**src/hw/rtl/wta_pkg.sv**
```systemverilog
// Shared types and constants of the weekly alarm table.
package wta_pkg;

   localparam int ID_W     = 16;
   localparam int DATE_W   = 22;
   localparam int YEAR_SCALE  = 10000;
   localparam int MONTH_SCALE = 100;

   typedef enum logic [2:0] {
      MODE_TICK      = 3'd0,
      MODE_ADD       = 3'd1,
      MODE_UPDATE    = 3'd2,
      MODE_DELETE    = 3'd3,
      MODE_SET_EN    = 3'd4,
      MODE_QUERY_EN  = 3'd5
   } mode_type;

   typedef enum logic [1:0] {
      STATUS_OK        = 2'd0,
      STATUS_FULL      = 2'd1,
      STATUS_NOT_FOUND = 2'd2
   } status_type;

   typedef enum logic {
      KIND_FIRED = 1'b0,
      KIND_DONE  = 1'b1
   } kind_type;

   typedef enum logic [2:0] {
      ST_IDLE,
      ST_DISPATCH,
      ST_SCAN_RD,
      ST_SCAN_EV,
      ST_SHIFT_RD,
      ST_SHIFT_WR,
      ST_ADD,
      ST_DONE
   } state_type;

   typedef enum logic [2:0] {
      WR_NONE,
      WR_FIRE,
      WR_UPDATE,
      WR_ENABLE,
      WR_ADD,
      WR_SHIFT
   } wr_type;

   typedef struct packed {
      logic [ID_W-1:0]   id;
      logic [7:0]        target;
      logic [4:0]        hour;
      logic [5:0]        minute;
      logic [6:0]        mask;
      logic [7:0]        command;
      logic              enable;
      logic [DATE_W-1:0] fired_date;
   } entry_type;

   typedef struct packed {
      logic   capture;
      logic   idx_inc;
      logic   rd_en;
      wr_type wr_kind;
      logic   mark_found;
      logic   add_entry;
      logic   set_full;
      logic   dec_count;
      logic   emit_fire;
      logic   emit_done;
   } cmd_type;

   typedef struct packed {
      logic [2:0] mode;
      logic       idx_end;
      logic       table_full;
      logic       fire_hit;
      logic       id_hit;
   } stat_type;

endpackage

```
**src/hw/rtl/wta_ram.sv**
```systemverilog
// Generic single write port, single read port RAM with registered read.
module wta_ram #(
   parameter int WIDTH = 8,
   parameter int DEPTH = 16
) (
   input  logic                                      clock,
   input  logic                                      we,
   input  logic [((DEPTH > 1) ? $clog2(DEPTH) : 1)-1:0] waddr,
   input  logic [WIDTH-1:0]                          wdata,
   input  logic                                      re,
   input  logic [((DEPTH > 1) ? $clog2(DEPTH) : 1)-1:0] raddr,
   output logic [WIDTH-1:0]                          rdata
);

   logic [WIDTH-1:0] mem_ff [DEPTH];
   logic [WIDTH-1:0] rdata_ff;

   always_ff @(posedge clock) begin
      if (we) begin
         mem_ff[waddr] <= wdata;
      end
      if (re) begin
         rdata_ff <= mem_ff[raddr];
      end
   end

   assign rdata = rdata_ff;

endmodule

```
**src/hw/rtl/wta_ctrl.sv**
```systemverilog
// Controller state machine of the weekly alarm table.
module wta_ctrl (
   input  logic               clock,
   input  logic               reset,
   input  logic               start,
   input  wta_pkg::stat_type  stat,
   output wta_pkg::cmd_type   cmd,
   output logic               busy
);

   wta_pkg::state_type state_ff, state_in;

   always_ff @(posedge clock) begin
      if (reset) begin
         state_ff <= wta_pkg::ST_IDLE;
      end else begin
         state_ff <= state_in;
      end
   end

   // Next state.
   always_comb begin
      state_in = state_ff;
      unique case (state_ff)
         wta_pkg::ST_IDLE: begin
            if (start) state_in = wta_pkg::ST_DISPATCH;
         end
         wta_pkg::ST_DISPATCH: begin
            case (stat.mode) inside
               wta_pkg::MODE_TICK, wta_pkg::MODE_UPDATE, wta_pkg::MODE_DELETE,
               wta_pkg::MODE_SET_EN, wta_pkg::MODE_QUERY_EN:
                  state_in = wta_pkg::ST_SCAN_RD;
               wta_pkg::MODE_ADD:
                  state_in = wta_pkg::ST_ADD;
               default:
                  state_in = wta_pkg::ST_DONE;
            endcase
         end
         wta_pkg::ST_SCAN_RD: begin
            state_in = stat.idx_end ? wta_pkg::ST_DONE : wta_pkg::ST_SCAN_EV;
         end
         wta_pkg::ST_SCAN_EV: begin
            if (stat.mode == wta_pkg::MODE_TICK || !stat.id_hit) begin
               state_in = wta_pkg::ST_SCAN_RD;
            end else if (stat.mode == wta_pkg::MODE_DELETE) begin
               state_in = wta_pkg::ST_SHIFT_RD;
            end else begin
               state_in = wta_pkg::ST_DONE;
            end
         end
         wta_pkg::ST_SHIFT_RD: begin
            state_in = stat.idx_end ? wta_pkg::ST_DONE : wta_pkg::ST_SHIFT_WR;
         end
         wta_pkg::ST_SHIFT_WR: state_in = wta_pkg::ST_SHIFT_RD;
         wta_pkg::ST_ADD:      state_in = wta_pkg::ST_DONE;
         wta_pkg::ST_DONE:     state_in = wta_pkg::ST_IDLE;
         default:              state_in = wta_pkg::ST_IDLE;
      endcase
   end

   // Commands to the datapath.
   always_comb begin
      cmd = '0;
      cmd.wr_kind = wta_pkg::WR_NONE;
      unique case (state_ff)
         wta_pkg::ST_IDLE: begin
            cmd.capture = start;
         end
         wta_pkg::ST_DISPATCH: begin
         end
         wta_pkg::ST_SCAN_RD: begin
            cmd.rd_en = !stat.idx_end;
         end
         wta_pkg::ST_SCAN_EV: begin
            if (stat.mode == wta_pkg::MODE_TICK) begin
               cmd.idx_inc = 1'b1;
               if (stat.fire_hit) begin
                  cmd.wr_kind   = wta_pkg::WR_FIRE;
                  cmd.emit_fire = 1'b1;
               end
            end else if (stat.id_hit) begin
               cmd.mark_found = 1'b1;
               case (stat.mode)
                  wta_pkg::MODE_UPDATE: cmd.wr_kind = wta_pkg::WR_UPDATE;
                  wta_pkg::MODE_SET_EN: cmd.wr_kind = wta_pkg::WR_ENABLE;
                  wta_pkg::MODE_DELETE: cmd.idx_inc = 1'b1;
                  default:              cmd.wr_kind = wta_pkg::WR_NONE;
               endcase
            end else begin
               cmd.idx_inc = 1'b1;
            end
         end
         wta_pkg::ST_SHIFT_RD: begin
            cmd.rd_en     = !stat.idx_end;
            cmd.dec_count = stat.idx_end;
         end
         wta_pkg::ST_SHIFT_WR: begin
            cmd.wr_kind = wta_pkg::WR_SHIFT;
            cmd.idx_inc = 1'b1;
         end
         wta_pkg::ST_ADD: begin
            if (stat.table_full) begin
               cmd.set_full = 1'b1;
            end else begin
               cmd.add_entry = 1'b1;
               cmd.wr_kind   = wta_pkg::WR_ADD;
            end
         end
         wta_pkg::ST_DONE: begin
            cmd.emit_done = 1'b1;
         end
         default: begin
         end
      endcase
   end

   assign busy = (state_ff != wta_pkg::ST_IDLE);

endmodule

```
**src/hw/rtl/wta_datapath.sv**
```systemverilog
// Datapath of the weekly alarm table: entry memory, counters and result registers.
module wta_datapath #(
   parameter int TABLE_DEPTH = 16
) (
   input  logic              clock,
   input  logic              reset,
   input  wta_pkg::cmd_type  cmd,
   output wta_pkg::stat_type stat,
   input  logic [2:0]        req_mode,
   input  logic [15:0]       req_entry_id,
   input  logic [7:0]        req_target_id,
   input  logic [4:0]        req_hour,
   input  logic [5:0]        req_minute,
   input  logic [6:0]        req_weekday_mask,
   input  logic [7:0]        req_command_code,
   input  logic              req_enable_flag,
   input  logic [7:0]        req_year,
   input  logic [3:0]        req_month,
   input  logic [4:0]        req_day_of_month,
   input  logic [2:0]        req_weekday,
   output logic              rsp_strobe,
   output logic              rsp_result_kind,
   output logic [1:0]        rsp_status,
   output logic [15:0]       rsp_result_id,
   output logic [7:0]        rsp_fired_target,
   output logic [7:0]        rsp_fired_command,
   output logic              rsp_enabled_out,
   output logic              rsp_last
);

   localparam int AW = (TABLE_DEPTH > 1) ? $clog2(TABLE_DEPTH) : 1;
   localparam int CW = $clog2(TABLE_DEPTH + 1);
   localparam int DW = wta_pkg::DATE_W;
   localparam int EW = $bits(wta_pkg::entry_type);

   // Captured item.
   logic [2:0]  mode_ff;
   logic [15:0] id_ff;
   logic [7:0]  target_ff;
   logic [4:0]  hour_ff;
   logic [5:0]  minute_ff;
   logic [6:0]  mask_ff;
   logic [7:0]  command_ff;
   logic        enable_ff;
   logic [2:0]  weekday_ff;
   logic [DW-1:0] today_ff;

   // Table bookkeeping.
   logic [CW-1:0] count_ff;
   logic [15:0]   next_id_ff;
   logic [CW-1:0] idx_ff;
   logic [1:0]    status_ff;
   logic [15:0]   result_id_ff;
   logic          found_en_ff;

   // Result registers.
   logic        strobe_ff;
   logic        kind_ff;
   logic [1:0]  out_status_ff;
   logic [15:0] out_id_ff;
   logic [7:0]  out_target_ff;
   logic [7:0]  out_command_ff;
   logic        out_en_ff;
   logic        out_last_ff;

   wta_pkg::entry_type rd_entry;
   wta_pkg::entry_type wr_entry;
   logic [EW-1:0]      rdata;
   logic               we;
   logic [AW-1:0]      waddr;
   logic [CW-1:0]      idx_prev;
   logic [7:0]         mask_ext;
   logic [DW-1:0]      today_in;

   assign rd_entry = wta_pkg::entry_type'(rdata);
   assign idx_prev = idx_ff - CW'(1);
   assign mask_ext = {1'b0, rd_entry.mask};

   assign today_in = DW'(req_year) * DW'(wta_pkg::YEAR_SCALE)
                   + DW'(req_month) * DW'(wta_pkg::MONTH_SCALE)
                   + DW'(req_day_of_month);

   assign stat.mode       = mode_ff;
   assign stat.idx_end    = (idx_ff >= count_ff);
   assign stat.table_full = (count_ff >= CW'(TABLE_DEPTH));
   assign stat.id_hit     = (rd_entry.id == id_ff);
   assign stat.fire_hit   = rd_entry.enable && mask_ext[weekday_ff]
                          && (rd_entry.hour == hour_ff) && (rd_entry.minute == minute_ff)
                          && (rd_entry.fired_date != today_ff);

   // Write port data and address.
   always_comb begin
      wr_entry = rd_entry;
      waddr    = idx_ff[AW-1:0];
      we       = 1'b1;
      unique case (cmd.wr_kind) inside
         wta_pkg::WR_NONE: we = 1'b0;
         wta_pkg::WR_FIRE: wr_entry.fired_date = today_ff;
         wta_pkg::WR_UPDATE, wta_pkg::WR_ADD: begin
            wr_entry.target     = target_ff;
            wr_entry.hour       = hour_ff;
            wr_entry.minute     = minute_ff;
            wr_entry.mask       = mask_ff;
            wr_entry.command    = command_ff;
            wr_entry.enable     = enable_ff;
            wr_entry.fired_date = '0;
            if (cmd.wr_kind == wta_pkg::WR_ADD) begin
               wr_entry.id = next_id_ff;
               waddr       = count_ff[AW-1:0];
            end
         end
         wta_pkg::WR_ENABLE: wr_entry.enable = enable_ff;
         wta_pkg::WR_SHIFT:  waddr = idx_prev[AW-1:0];
         default:            we = 1'b0;
      endcase
   end

   wta_ram #(
      .WIDTH (EW),
      .DEPTH (TABLE_DEPTH)
   ) u_ram (
      .clock (clock),
      .we    (we),
      .waddr (waddr),
      .wdata (EW'(wr_entry)),
      .re    (cmd.rd_en),
      .raddr (idx_ff[AW-1:0]),
      .rdata (rdata)
   );

   always_ff @(posedge clock) begin
      if (cmd.capture) begin
         mode_ff    <= req_mode;
         id_ff      <= req_entry_id;
         target_ff  <= req_target_id;
         hour_ff    <= req_hour;
         minute_ff  <= req_minute;
         mask_ff    <= req_weekday_mask;
         command_ff <= req_command_code;
         enable_ff  <= req_enable_flag;
         weekday_ff <= req_weekday;
         today_ff   <= today_in;
      end
   end

   always_ff @(posedge clock) begin
      if (reset) begin
         count_ff   <= '0;
         next_id_ff <= 16'd1;
      end else begin
         if (cmd.add_entry) begin
            count_ff   <= count_ff + CW'(1);
            next_id_ff <= (next_id_ff == 16'hFFFF) ? 16'd1 : next_id_ff + 16'd1;
         end else if (cmd.dec_count) begin
            count_ff <= count_ff - CW'(1);
         end
      end
   end

   always_ff @(posedge clock) begin
      if (cmd.capture) begin
         idx_ff       <= '0;
         result_id_ff <= '0;
         found_en_ff  <= 1'b0;
         case (req_mode) inside
            wta_pkg::MODE_UPDATE, wta_pkg::MODE_DELETE, wta_pkg::MODE_SET_EN,
            wta_pkg::MODE_QUERY_EN:
               status_ff <= wta_pkg::STATUS_NOT_FOUND;
            default:
               status_ff <= wta_pkg::STATUS_OK;
         endcase
      end else begin
         if (cmd.idx_inc) begin
            idx_ff <= idx_ff + CW'(1);
         end
         if (cmd.mark_found) begin
            status_ff   <= wta_pkg::STATUS_OK;
            found_en_ff <= (mode_ff == wta_pkg::MODE_QUERY_EN) && rd_entry.enable;
         end
         if (cmd.set_full) begin
            status_ff <= wta_pkg::STATUS_FULL;
         end
         if (cmd.add_entry) begin
            result_id_ff <= next_id_ff;
         end
      end
   end

   always_ff @(posedge clock) begin
      if (reset) begin
         strobe_ff <= 1'b0;
      end else begin
         strobe_ff <= cmd.emit_fire || cmd.emit_done;
      end
   end

   always_ff @(posedge clock) begin
      if (cmd.emit_fire) begin
         kind_ff        <= wta_pkg::KIND_FIRED;
         out_status_ff  <= wta_pkg::STATUS_OK;
         out_id_ff      <= rd_entry.id;
         out_target_ff  <= rd_entry.target;
         out_command_ff <= rd_entry.command;
         out_en_ff      <= 1'b0;
         out_last_ff    <= 1'b0;
      end else if (cmd.emit_done) begin
         kind_ff        <= wta_pkg::KIND_DONE;
         out_status_ff  <= status_ff;
         out_id_ff      <= result_id_ff;
         out_target_ff  <= '0;
         out_command_ff <= '0;
         out_en_ff      <= found_en_ff;
         out_last_ff    <= 1'b1;
      end
   end

   assign rsp_strobe        = strobe_ff;
   assign rsp_result_kind   = kind_ff;
   assign rsp_status        = out_status_ff;
   assign rsp_result_id     = out_id_ff;
   assign rsp_fired_target  = out_target_ff;
   assign rsp_fired_command = out_command_ff;
   assign rsp_enabled_out   = out_en_ff;
   assign rsp_last          = out_last_ff;

endmodule

```
**src/hw/rtl/weekly_alarm_table.sv**
```systemverilog
// Top level of the weekly alarm table: controller plus datapath.
//
//   Channel    Handshake            Direction  Contents
//   request    start, busy          in         req_mode .. req_weekday, one item
//   response   rsp_strobe           out        rsp_result_kind .. rsp_last
//
// An item is taken at a rising edge with start high and busy low. Busy then stays high
// through the dispatch and done states (unused modes), also through the add state (add),
// or also through a scan of the N stored entries: a scan reads and compares each entry,
// an id hit ends it early, and a delete reads each later entry and moves it down by one.
// Reset clears the entry count and sets the next id to one; the entry memory is not cleared.
// Results cannot be stalled and show for one cycle with rsp_strobe high; the done item
// (rsp_last high) comes in the first cycle with busy low, when the next item may be taken.
module weekly_alarm_table #(
   parameter int TABLE_DEPTH = 16
) (
   input  logic        clock,
   input  logic        reset,
   input  logic        start,
   output logic        busy,
   input  logic [2:0]  req_mode,
   input  logic [15:0] req_entry_id,
   input  logic [7:0]  req_target_id,
   input  logic [4:0]  req_hour,
   input  logic [5:0]  req_minute,
   input  logic [6:0]  req_weekday_mask,
   input  logic [7:0]  req_command_code,
   input  logic        req_enable_flag,
   input  logic [7:0]  req_year,
   input  logic [3:0]  req_month,
   input  logic [4:0]  req_day_of_month,
   input  logic [2:0]  req_weekday,
   output logic        rsp_strobe,
   output logic        rsp_result_kind,
   output logic [1:0]  rsp_status,
   output logic [15:0] rsp_result_id,
   output logic [7:0]  rsp_fired_target,
   output logic [7:0]  rsp_fired_command,
   output logic        rsp_enabled_out,
   output logic        rsp_last
);

   // The controller sequences the scan and shift passes; the datapath holds
   // the table and reports the compare results back as status.
   wta_pkg::cmd_type  cmd;
   wta_pkg::stat_type stat;

   wta_ctrl u_ctrl (
      .clock (clock),
      .reset (reset),
      .start (start),
      .stat  (stat),
      .cmd   (cmd),
      .busy  (busy)
   );

   wta_datapath #(
      .TABLE_DEPTH (TABLE_DEPTH)
   ) u_datapath (
      .clock             (clock),
      .reset             (reset),
      .cmd               (cmd),
      .stat              (stat),
      .req_mode          (req_mode),
      .req_entry_id      (req_entry_id),
      .req_target_id     (req_target_id),
      .req_hour          (req_hour),
      .req_minute        (req_minute),
      .req_weekday_mask  (req_weekday_mask),
      .req_command_code  (req_command_code),
      .req_enable_flag   (req_enable_flag),
      .req_year          (req_year),
      .req_month         (req_month),
      .req_day_of_month  (req_day_of_month),
      .req_weekday       (req_weekday),
      .rsp_strobe        (rsp_strobe),
      .rsp_result_kind   (rsp_result_kind),
      .rsp_status        (rsp_status),
      .rsp_result_id     (rsp_result_id),
      .rsp_fired_target  (rsp_fired_target),
      .rsp_fired_command (rsp_fired_command),
      .rsp_enabled_out   (rsp_enabled_out),
      .rsp_last          (rsp_last)
   );

endmodule

```
**config.mk**
```make
export PLATFORM = sky130hd
export DESIGN_NAME = weekly_alarm_table
export DESIGN_NICKNAME = d
export VERILOG_FILES = /design/src/hw/rtl/wta_pkg.sv /design/src/hw/rtl/wta_ram.sv /design/src/hw/rtl/wta_ctrl.sv /design/src/hw/rtl/wta_datapath.sv /design/src/hw/rtl/weekly_alarm_table.sv
export SDC_FILE = /design/constraint.sdc
export NUM_CORES = 2
export LEC_CHECK = 0
export ABC_AREA = 0
export BUFFER_PORTS_ARGS = -buffer_cell sky130_fd_sc_hd__buf_2
export CAP_MARGIN = 20
export CORE_MARGIN = 5
export CORE_UTILIZATION = 23
export DETAILED_ROUTE_END_ITERATION = 16
export SKIP_CTS_REPAIR_TIMING = 1
export SYNTH_ARGS = -nofsm -noshare
export SYNTH_HDL_FRONTEND = slang
export SYNTH_SLANG_ARGS = --single-unit
```
**constraint.sdc**
```tcl
create_clock -name clock -period 12.2 [get_ports clock]
set_clock_uncertainty 0.2 [all_clocks]
set_input_delay 0.61 -clock clock [delete_from_list [all_inputs] [get_ports clock]]
set_output_delay 0.61 -clock clock [all_outputs]
set_load 0.05 [all_outputs]
```
==> impl_metrics.json <==
{
  "status": "finished clean",
  "yosysUniqueCellTypes": 67,
  "grt_max_degree": 135,
  "syn_inst": 2674,
  "drc_errors": 0,
  "rsz0062_at_grt": "no",
  "clkSinkCount": 1405,
  "top_level_ports": 116,
  "port_buffers": 115,
  "hp-start": "req_day_of_month[2]",
  "fillCellCount": 23900,
  "critPathTopFamily": "buffers and inverters",
  "clock_latency_ns": 0.77,
  "cellLeakagePower_nw": 20.4,
  "grt_remaining_overflow": 0,
  "dp.cells": 5929,
  "r2r_cells": 11,
  "drt-total-wl_mm": 136,
  "synth_nets": 2843,
  "path_cells": "nor2b_1 -> and2_1 -> buf_4 -> inv_1 -> a21oi_1 -> nor2_1 -> a311oi_4 -> nand2_2 -> nor3_2 -> buf_4 -> buf_4",
  "dr.pass1.iters": 7,
  "cts_tree": "built",
  "start_kind": "flop",
  "end_kind": "flop",
  "numCtsBuffers": 146,
  "post_drt_wl_per_cell_um": 21.8,
  "finalCriticalPeriod_ns": 4.82,
  "cpMostUsedCell": "buf_4",
  "fmax_mhz": 208,
  "drive_gt1_share_pct": 26.9,
  "critPathMaxFanout": 41,
  "clk_pin_slew_worst_paths_ns": 0.06,
  "ys_ff_latch": 1405,
  "cp-startpoint": "u_ctrl.state_ff[1]",
  "async_reset_ff_share_pct": 0,
  "ys.flop_type": "edfxtp_1",
  "arrival_ns": 4.97,
  "slowest_delay_ns": 0.69,
  "hold_violations": 0,
  "globalplace.congestion": 0.744,
  "clockBufferDepth": 3,
  "grtUsageTotal_pct": 10.6,
  "grt_pass1_vias": 27400,
  "core_mm2": 0.243,
  "max_cap_viol_count": 0,
  "ys_seq_area_share_pct": 74.5,
  "synth.area.top_cells": "edfxtp_1 73%, mux4_2 15%, dfxtp_1 1.8%",
  "path_depth": 11,
  "finalSetupTns_ns": 0,
  "synth_edf_count": 1354,
  "nets": 3104,
  "synth.avg_cell_area_um2": 20.9,
  "rows": 181,
  "yosysWarnings": 0,
  "grt_pass1_wl_mm": 197,
  "worstPathRequired_ns": 12.35,
  "timing.rr.start": "u_ctrl.state_ff[1]",
  "drt-initial-drc-count": 2629,
  "crit_end": "u_datapath.u_ram.mem_ff[15][56]",
  "syn_to_final_growth_pct": 17.8,
  "rrSetupSlack_ns": 7.38,
  "slowest_stage": "buf_4",
  "vias_per_cell": 4.28,
  "max_slew_margin_pct": 28.7,
  "num_vias": 26800,
  "die_h_um": 503,
  "netlist_area_mm2": 0.0559,
  "initial_core_util_pct": 23.1,
  "ant_nets": 0,
  "setup_viol": 0,
  "cts-root-buf": "clkbuf_16",
  "worst_pin_slew_ns": 1.07,
  "finalCritPeriodShare_pct": 39.5,
  "yosysTopAreaCellShare_pct": 72.7,
  "antenna_found_initial": 16,
  "dieArea_mm2": 0.253,
  "final_cell_count_no_fill": 6262,
  "slew_viol_final": 0,
  "hold_path_class": "primary input to flop",
  "regToRegEndpoint": "u_datapath.u_ram.mem_ff[15][56]",
  "yosysTopAreaCell": "edfxtp_1",
  "cp_num_buf_inv": 4,
  "h-tree-depth": 4,
  "die_width_um": 503,
  "critical_path_class": "flop to flop",
  "powerDensity_mw_per_mm2": 183,
  "peakVddDrop_mv": 0.148,
  "dpl.hpwl_mm": 76.2
}
## cell usage in the layout (no fill, tap or decap), types with 48 or more instances in the layout
cell type and n:
ha_1 76, xnor2_1 59, nor2_1 48, buf_2 115, dlygate4sd3_1 60, buf_4 55, edfxtp_1 1354, mux4_2 366
clkbuf_16 148, nand2_1 193
## cell usage after synthesis (4+ instances only)
library cell / n
inv_1: 46
xor2_1: 37
fa_1: 16
a21oi_1: 40
nor4_1: 8
edfxtp_1: 1354
mux4_2: 366
buf_6: 4
nor2b_1: 5
o21ai_0: 15
clkbuf_1: 62
nand4_1: 21
ha_1: 76
and3_1: 4
nor2_1: 48
nand3_1: 40
buf_2: 39
and2_1: 18
buf_1: 14
nand2_1: 194
a21o_1: 13
mux2_4: 18
xnor2_1: 59
mux2i_1: 12
a211oi_1: 7
nand2b_1: 7
dfxtp_1: 51
o21a_1: 6
nand3b_1: 4
nor3_1: 27
mux2_2: 17
## report_power, final
group / switching [mW] / internal, mW
Combinational: 1.04 / 0.986
Sequential: 0.151 / 5.56
Clock: 1.86 / 2.47
## stage by stage
step	total power [mW]	instance area, um^2	setup slack, ns	hold WS, ns	util [%]
5_1_grt	12.6	65800	7.07	0.0108	27.1
2_1_floorplan	7.31	55900	4.13	0.237	-
3_5_place_dp	7.85	60600	7.24	0.248	25.0
6_report	12.1	65800	7.38	0.0184	27.1
3_3_place_gp	7.85	60600	7.20	0.243	25.0
4_1_cts	12.2	65200	7.39	-0.249	26.9
## flip-flops by register name, indices dropped and copies added (netlist names), 2 cells and up
register,flops
u_datapath.rsp_fired_target,8
u_datapath.next_id_ff,16
u_datapath.target_ff,8
u_datapath.idx_ff,5
u_datapath.hour_ff,5
u_datapath.rsp_status,2
u_datapath.id_ff,16
u_datapath.minute_ff,6
u_datapath.mode_ff,3
u_ctrl.state_ff,3
u_datapath.weekday_ff,3
u_datapath.u_ram.mem_ff,1168
u_datapath.result_id_ff,16
u_datapath.u_ram.rdata,73
u_datapath.rsp_result_id,16
u_datapath.mask_ff,7
u_datapath.status_ff,2
u_datapath.today_ff,22
u_datapath.rsp_fired_command,8
u_datapath.command_ff,8
u_datapath.count_ff,5
## final cells by class
| class | instances | area [um^2] | share of cell area [%] |
|---|---|---|---|
| sequential | 1405 | 41700 | 63.3 |
| multi-input combinational | 1103 | 13600 | 20.7 |
| tap | 3202 | 4010 | 6.09 |
| clock buffer | 183 | 3830 | 5.82 |
| timing repair buffer | 233 | 1650 | 2.50 |
| clock inverter | 82 | 822 | 1.25 |
| inverter | 46 | 178 | 0.270 |
| antenna | 8 | 20.0 | 0.0304 |
## worst min-delay path by stage
stage          cells past startpoint  slack [ns]                    endpoint
2_1_floorplan                      2        0.24  u_datapath.result_id_ff[0]
3_3_place_gp                       2        0.24  u_datapath.result_id_ff[7]
3_5_place_dp                       2        0.25  u_datapath.result_id_ff[7]
4_1_cts                            1       -0.25     u_datapath.target_ff[1]
5_1_grt                            2        0.01      u_datapath.today_ff[2]
6_report                           2        0.02      u_datapath.today_ff[2]
## routing by layer
metal	wire length, um	GRT usage, %	vias up
li1	-	-	11500
met1	62500	15.0	14300
met2	62400	16.3	840
met3	8760	2.69	172
met4	2610	2.80	8
met5	55	0	-
## worst register-to-register path, cell delays in order (launching register included)
cell and delay, ns:
dfxtp_1 0.67, nor2b_1 0.23, and2_1 0.13, buf_4 0.34
inv_1 0.30, a21oi_1 0.20, nor2_1 0.10, a311oi_4 0.50
nand2_2 0.18, nor3_2 0.15, buf_4 0.69, buf_4 0.71
## kinds of logic (layout without fill, tap and decap cells)
group                    Yosys count  in the layout  synth area share [%]
other                              0              8                     0
multiplexers                     413            413                  15.8
XOR/XNOR                          96             96                  1.50
AO/OA/AOI/OAI                    110            110                  1.39
flip-flops                      1405           1405                  74.5
AND/OR/NAND/NOR                  392            392                  3.24
buffers and inverters            166            544                  1.26
adder cells (fa/ha/maj)           92             92                  2.27
(Power assumes the default switching activity.)
